File: src/sv/brightness_contrast_pixel_map_defines.svh
// Assertion macros for the pixel map.
`ifndef BRIGHTNESS_CONTRAST_PIXEL_MAP_DEFINES_SVH
`define BRIGHTNESS_CONTRAST_PIXEL_MAP_DEFINES_SVH

`define BCPM_ASSERT_NOW(label, a, c, msg) \
  label: assert property (@(posedge clk) disable iff (rst) (a) |-> (c)) else $error(msg);

`define BCPM_ASSERT_NEXT(label, a, c, msg) \
  label: assert property (@(posedge clk) disable iff (rst) (a) |=> (c)) else $error(msg);

`endif

File: src/sv/bcpm_pkg.sv
package bcpm_pkg;

  localparam int unsigned DIV_STAGES = 16;
  localparam int unsigned LANES = 4;

  localparam logic [2:0] REG_BRIGHTNESS   = 3'd0;
  localparam logic [2:0] REG_CONTRAST     = 3'd1;
  localparam logic [2:0] REG_RED_ENABLE   = 3'd2;
  localparam logic [2:0] REG_GREEN_ENABLE = 3'd3;
  localparam logic [2:0] REG_BLUE_ENABLE  = 3'd4;
  localparam logic [2:0] REG_PIXEL_FORMAT = 3'd5;

  localparam logic FORMAT_RGB888 = 1'b0;
  localparam logic FORMAT_RGB565 = 1'b1;

  typedef struct packed {
    logic [7:0]  rem;
    logic [15:0] dq;
  } lane_t;

  // One restoring division step: the dividend shifts out of dq as the
  // quotient shifts in.
  function automatic lane_t div_step(lane_t l, logic [8:0] m);
    logic [8:0] t;
    logic [8:0] d;
    lane_t      r;
    t = {l.rem, l.dq[15]};
    d = t - m;
    r.rem = (t >= m) ? d[7:0] : t[7:0];
    r.dq  = {l.dq[14:0], (t >= m)};
    return r;
  endfunction

  function automatic logic [7:0] clamp_sum(logic signed [17:0] s);
    logic [7:0] r;
    if (s < 18'sd0) begin
      r = 8'd0;
    end else if (s > 18'sd255) begin
      r = 8'd255;
    end else begin
      r = s[7:0];
    end
    return r;
  endfunction

endpackage

File: src/sv/brightness_contrast_pixel_map.sv
// Brightness and contrast map for one pixel a beat, RGB888 or RGB565.
// Input channel: in_valid, in_stall, pixel_in. Output channel: out_valid,
// out_stall, pixel_out. A beat moves when valid is high and stall is low.
// Configuration is written through cfg_write, cfg_index and cfg_data; the
// user must write it only while the stream is idle, since the block does not
// enforce this. The registers follow the list brightness, contrast, red,
// green and blue enables, pixel format. Other indexes are ignored.
// An accepted input beat passes the entry register, loaded at the accepting
// edge, then sixteen stages of a pipelined restoring divider (one quotient
// bit a stage, four lanes) and the output register on its way to pixel_out.
// Throughput is one pixel per cycle while the output is not stalled.
// When the receiver stalls with a beat waiting, the whole pipeline holds and
// in_stall goes high, so nothing is lost or repeated.
// Reset clears all valid bits and sets brightness and contrast to zero, all
// channels enabled and the RGB888 format.
`include "brightness_contrast_pixel_map_defines.svh"

module brightness_contrast_pixel_map
  import bcpm_pkg::*;
(
  input  logic        clk,
  input  logic        rst,
  input  logic        in_valid,
  output logic        in_stall,
  input  logic [23:0] pixel_in,
  output logic        out_valid,
  input  logic        out_stall,
  output logic [23:0] pixel_out,
  input  logic        cfg_write,
  input  logic [2:0]  cfg_index,
  input  logic [8:0]  cfg_data
);

  logic signed [8:0] brightness;
  logic signed [7:0] contrast;
  logic              red_enable;
  logic              green_enable;
  logic              blue_enable;
  logic              pixel_format;

  always_ff @(posedge clk) begin
    if (rst) begin
      brightness   <= '0;
      contrast     <= '0;
      red_enable   <= 1'b1;
      green_enable <= 1'b1;
      blue_enable  <= 1'b1;
      pixel_format <= FORMAT_RGB888;
    end else if (cfg_write) begin
      unique case (cfg_index)
        REG_BRIGHTNESS:   brightness   <= cfg_data;
        REG_CONTRAST:     contrast     <= cfg_data[7:0];
        REG_RED_ENABLE:   red_enable   <= cfg_data[0];
        REG_GREEN_ENABLE: green_enable <= cfg_data[0];
        REG_BLUE_ENABLE:  blue_enable  <= cfg_data[0];
        REG_PIXEL_FORMAT: pixel_format <= cfg_data[0];
        default: ;
      endcase
    end
  end

  logic       adv;
  logic       neg;
  logic [8:0] divisor;

  assign adv      = !(out_valid && out_stall);
  assign in_stall = !adv;
  assign neg      = contrast[7];
  assign divisor  = neg ? 9'd128 : (9'd256 - {1'b0, contrast[6:0], 1'b0});

  logic [7:0]  chan [3];
  logic [15:0] dividend [LANES];
  logic [7:0]  neg_k;

  always_comb begin
    if (pixel_format == FORMAT_RGB888) begin
      chan[0] = pixel_in[23:16];
      chan[1] = pixel_in[15:8];
      chan[2] = pixel_in[7:0];
    end else begin
      chan[0] = {pixel_in[15:11], 3'b000};
      chan[1] = {pixel_in[10:5], 2'b00};
      chan[2] = {pixel_in[4:0], 3'b000};
    end
    neg_k = 8'(-contrast);
    for (int i = 0; i < 3; i++) begin
      dividend[i] = neg ? {1'b0, 15'(chan[i]) * 15'(contrast[6:0])}
                        : {chan[i], 8'd0};
    end
    dividend[3] = neg ? {1'b0, neg_k, 7'd0} : {1'b0, contrast[6:0], 8'd0};
  end

  logic        valid_q [DIV_STAGES+1];
  lane_t       lane_q  [DIV_STAGES+1][LANES];
  logic [23:0] pix_q   [DIV_STAGES+1];
  logic        neg_q   [DIV_STAGES+1];

  always_ff @(posedge clk) begin
    if (rst) begin
      for (int s = 0; s <= DIV_STAGES; s++) begin
        valid_q[s] <= 1'b0;
      end
    end else if (adv) begin
      valid_q[0] <= in_valid;
      for (int s = 0; s < DIV_STAGES; s++) begin
        valid_q[s+1] <= valid_q[s];
      end
    end
  end

  always_ff @(posedge clk) begin
    if (adv) begin
      pix_q[0] <= pixel_in;
      neg_q[0] <= neg;
      for (int l = 0; l < LANES; l++) begin
        lane_q[0][l].rem <= '0;
        lane_q[0][l].dq  <= dividend[l];
      end
      for (int s = 0; s < DIV_STAGES; s++) begin
        pix_q[s+1] <= pix_q[s];
        neg_q[s+1] <= neg_q[s];
        for (int l = 0; l < LANES; l++) begin
          lane_q[s+1][l] <= div_step(lane_q[s][l], divisor);
        end
      end
    end
  end

  logic signed [17:0] sum [3];
  logic [7:0]         mapped [3];
  logic signed [17:0] kterm;
  logic [23:0]        pix_last;
  logic [23:0]        pixel_next;

  always_comb begin
    pix_last = pix_q[DIV_STAGES];
    kterm = $signed({2'b00, lane_q[DIV_STAGES][3].dq});
    for (int i = 0; i < 3; i++) begin
      sum[i] = $signed({2'b00, lane_q[DIV_STAGES][i].dq})
             + (neg_q[DIV_STAGES] ? kterm : -kterm)
             + 18'(brightness);
      mapped[i] = clamp_sum(sum[i]);
    end
    if (pixel_format == FORMAT_RGB888) begin
      pixel_next[23:16] = red_enable   ? mapped[0] : pix_last[23:16];
      pixel_next[15:8]  = green_enable ? mapped[1] : pix_last[15:8];
      pixel_next[7:0]   = blue_enable  ? mapped[2] : pix_last[7:0];
    end else begin
      pixel_next[23:16] = 8'd0;
      pixel_next[15:11] = red_enable   ? mapped[0][7:3] : pix_last[15:11];
      pixel_next[10:5]  = green_enable ? mapped[1][7:2] : pix_last[10:5];
      pixel_next[4:0]   = blue_enable  ? mapped[2][7:3] : pix_last[4:0];
    end
  end

  always_ff @(posedge clk) begin
    if (rst) begin
      out_valid <= 1'b0;
    end else if (adv) begin
      out_valid <= valid_q[DIV_STAGES];
    end
  end

  always_ff @(posedge clk) begin
    if (adv) begin
      pixel_out <= pixel_next;
    end
  end

  `BCPM_ASSERT_NOW(a_stall_only_when_blocked, in_stall, out_valid && out_stall,
    "in_stall without a blocked output")
  `BCPM_ASSERT_NEXT(a_pipe_holds, in_stall,
    $stable(valid_q[DIV_STAGES]) && $stable(pix_q[DIV_STAGES]), "pipeline moved during stall")
  `BCPM_ASSERT_NOW(a_565_upper_zero, out_valid && pixel_format == FORMAT_RGB565,
    pixel_out[23:16] == 8'd0, "RGB565 upper byte not clear")
  `BCPM_ASSERT_NEXT(a_last_to_out, adv && valid_q[DIV_STAGES], out_valid,
    "last stage beat not delivered")

endmodule
File: config.mk
export PLATFORM = sky130hd
export DESIGN_NAME = brightness_contrast_pixel_map
export DESIGN_NICKNAME = d
export VERILOG_FILES = /design/src/sv/bcpm_pkg.sv /design/src/sv/brightness_contrast_pixel_map.sv
export VERILOG_INCLUDE_DIRS = /design/src /design/src/sv
export SDC_FILE = /design/constraint.sdc
export NUM_CORES = 2
export LEC_CHECK = 0
export ABC_AREA = 1
export BUFFER_PORTS_ARGS = -buffer_cell sky130_fd_sc_hd__buf_2
export CORE_ASPECT_RATIO = 0.9
export CORE_MARGIN = 2
export CORE_UTILIZATION = 35
export CTS_CLUSTER_DIAMETER = 50
export DETAILED_ROUTE_END_ITERATION = 8
export PLACE_DENSITY = 0.47
export SLEW_MARGIN = 20
export SYNTH_ARGS = -nofsm -noshare
export SYNTH_HDL_FRONTEND = slang
export SYNTH_SLANG_ARGS = --single-unit
File: constraint.sdc
create_clock -name clk -period 72.4 [get_ports clk]
set_input_delay 14.48 -clock clk [delete_from_list [all_inputs] [get_ports clk]]
set_output_delay 14.48 -clock clk [all_outputs]
set_load 0.02 [all_outputs]
==> results.md <==
- Clock sinks: 1957
- Synth-to-Final Area Change: 13.1%
- Post-Route WL: 184000 um
- Number of global-route vias before repair: 50.3k
- Final Non-Filler Cells: 10.9k
- IO Count: 67
- Design Power: 4.48 mW
- Dpl ws: 42430 ps
- Post-Syn Area: 91100 um2
- Proportion of layout cells with a drive suffix above 1: 8.33%
- Worst slew pin tran: 1160 ps
- Clk buf depth: 3
- Flop pwr share: 39.2%
- Fin Hold WS: 367 ps
- Net Switching: 1.59 mW
- Initial antenna violation count: 9
- Yosys warnings: 0
- Initial Util: 35.2%
- P_int: 2.89 mW
- Setup crit end kind: output pin
- Reg-to-reg setup timing slack: 66110 ps
- Yosys top cell by area: edfxtp_1
- Synth top area share: 63.8%
- WHS Path Cells: 0
- Cell Chain, Critical Path: buf_2, nand2_8, inv_1, buf_2
- Finished Core Util: 39.8%
- Crit-path slowest cell: nand2_8
- First-pass GRT wire length: 289000 um
- Die Area: 264000 um2
- Endpoint, Worst Hold: lane_q[15][78]$_DFFE_PN_
- PortBufs: 66
- Crit path largest cell delay: 480 ps
- Core area: 259000 um2
- HP Class: reg -> reg
- Combinational share of power: 35.7%
- Avg Vias per Cell: 4.62
- Cell variety after synth: 60
- Worst EP required: 57920 ps
- R2R cell count: 23
- Drt first pass iters: 5
- Via count: 50.3k
- Area after DPL: 95500 um2
- CP Data Arrival Time: 15430 ps
- Setup_tns: 0 ps
- Largest net degree at the start of global routing: 198
- Fraction of power spent switching nets: 35.5%
- RSZ-0062 raised after global routing: false
- Max Clock Skew: 62.8 ps
- Leakage Power: 43.8 nW
- Worst ir drop on vdd: 0.0277 mV
- CTS-repair resized insts: 0
- Asr flop ratio synth: 0%
- Post-CTS setup repair buffer count: 0
- FMAX: 33.4 MHz
- RR Startpoint: pixel_format$_SDFFE_PP0P_
- CP Max Fanout: 99
- WL/cell: 16.9 um
- Finished Cell Area: 103000 um2
- Final Max Slew Viols: 0
- Final Setup Violations: 0
- Nets: 8152
- GRT Residual Overflow: 0
- Iteration-0 DRC count of the detailed router: 3382
- Synth Register Bits: 1957
- Clock transition at path regs: 60 ps
- Placed Cells: 10.5k
- H-tree levels: 4
- Cts hold-fix bufs: 0
- Clock Latency Late Sink: 860 ps
- Final hold viol count: 0
- Total CTS buffers: 225
- DP Wirelength: 125000 um
- Placement Rows: 177
- Outcome: finished clean
- Clk root buf: clkbuf_16
- Max Cap Viol: 0
- Remaining DRCs: 0
- Period utilization: 41.3%
- Die span in y: 488 um
- Worst setup path class: in -> out
- Leading post-synthesis cells by cell area: edfxtp_1, ha_1, fa_1, a21oi_1, nand2_1
- Most common cell in the netlist: edfxtp_1
- Worst setup margin: 42490 ps
- DRT antenna net count: 0
- Hold Path Origin: lane_q[14][77]$_DFFE_PN_
- Register area: 58500 um2
- Post-synthesis sequential area ratio: 64.3%
- Reg2reg end: lane_q[0][84]$_DFFE_PN_
- Synth top cells by count: edfxtp_1, nand2_1, inv_1, nor2_1, a21oi_1
- CTS tree: built
- Die width: 542 um
- Type of origin of the critical path: primary input
- Routability cong.: 0.833
- Synthesized area per cell: 12.9 um2
- Cells after Synth: 7047
- Shortest period the worst path allows: 29910 ps
- Layout fillers: 24.1k
- Ys flop type: edfxtp_1
- Slew Limit Headroom: 22.1%
- Clock share of power: 25.1%
- EDFF count, synth: 1935
- Most frequent cell on the critical path: buf_2
- Gr usage total: 14.0%
- Area of the multi-input gates: 28700 um2
- PwrDens: 43.5 nW/um2
## metal layers
layer  track usage, %  vias up  wire (um)  share of wire, %
met5                0        -          0                 0
met2             21.4      823      81800                44
met3             2.12      269       6670               3.6
li1                 -    25179          -                 -
met1             20.6    24043      91600                50
met4             4.10        0       4360               2.4
## power by group through the flow
stage | Sequential (mW) | Clock, mW | Combinational [mW]
after detailed placement | 1.78 | 0 | 1.60
final | 1.76 | 1.13 | 1.60
after global placement | 1.78 | 0 | 1.58
after CTS | 1.76 | 1.16 | 1.61
after floorplan | 1.73 | 0 | 1.26
after global routing | 1.79 | 1.21 | 1.85
## kinds of logic after synthesis
group	share of synthesized area [%]
xor gates and xnor gates	3.18
other	0.00412
adders and majority gates	12.9
buffers and inverters	4.30
AOI/OAI and AO/OA	6.53
muxes	0.0220
DFF	64.3
and+or+nand+nor	8.77
## placed cells by master (no fill, tap or decap), types with 29 or more instances in the layout
cell / count
o21ai_0: 171
ha_1: 629
nor4_1: 33
a21oi_1: 656
a21o_2: 37
clkinv_1: 40
buf_4: 45
inv_1: 833
nand3_1: 142
edfxtp_1: 1935
clkbuf_16: 226
fa_1: 194
clkinv_2: 36
o21bai_1: 59
nand2_1: 847
clkbuf_1: 40
nor2_1: 698
o21ai_1: 67
nor3_1: 34
nand4_1: 55
a211oi_1: 29
xor2_1: 217
xnor2_1: 107
buf_2: 66
## area by class of cell
cell class	instances	area share (%)
repair buffers	116	0.746
well taps	3401	4.13
flip-flops and latches	1957	56.8
clock inverters	153	1.66
diodes	2	0.00486
inverters	852	3.11
multi-input cells	4136	27.8
clock buffers	268	5.66
## critical path, delay by kind of cell
| kind | cells | cell delay (ps) |
|---|---|---|
| AND/OR/NAND/NOR | 1 | 480 |
| buffers and inverters | 3 | 460 |
## worst max-delay path by stage
| stage | start | endpoint | depth (start not counted) |
|---|---|---|---|
| after global routing | out_stall | in_stall | 4 |
| after CTS | out_stall | in_stall | 4 |
| after global placement | out_stall | in_stall | 4 |
| final | out_stall | in_stall | 4 |
| after detailed placement | out_stall | in_stall | 4 |
| after floorplan | out_stall | in_stall | 2 |
## flip-flops by register name, indices dropped and copies added (netlist names)
| signal | count |
|---|---|
| red_enable | 1 |
| valid_q | 17 |
| lane_q | 1469 |
| blue_enable | 1 |
| neg_q | 17 |
| pixel_format | 1 |
| out_valid | 1 |
| green_enable | 1 |
| pix_q | 408 |
| brightness | 9 |
| contrast | 8 |
| pixel_out | 24 |
(Power assumes the default switching activity.)
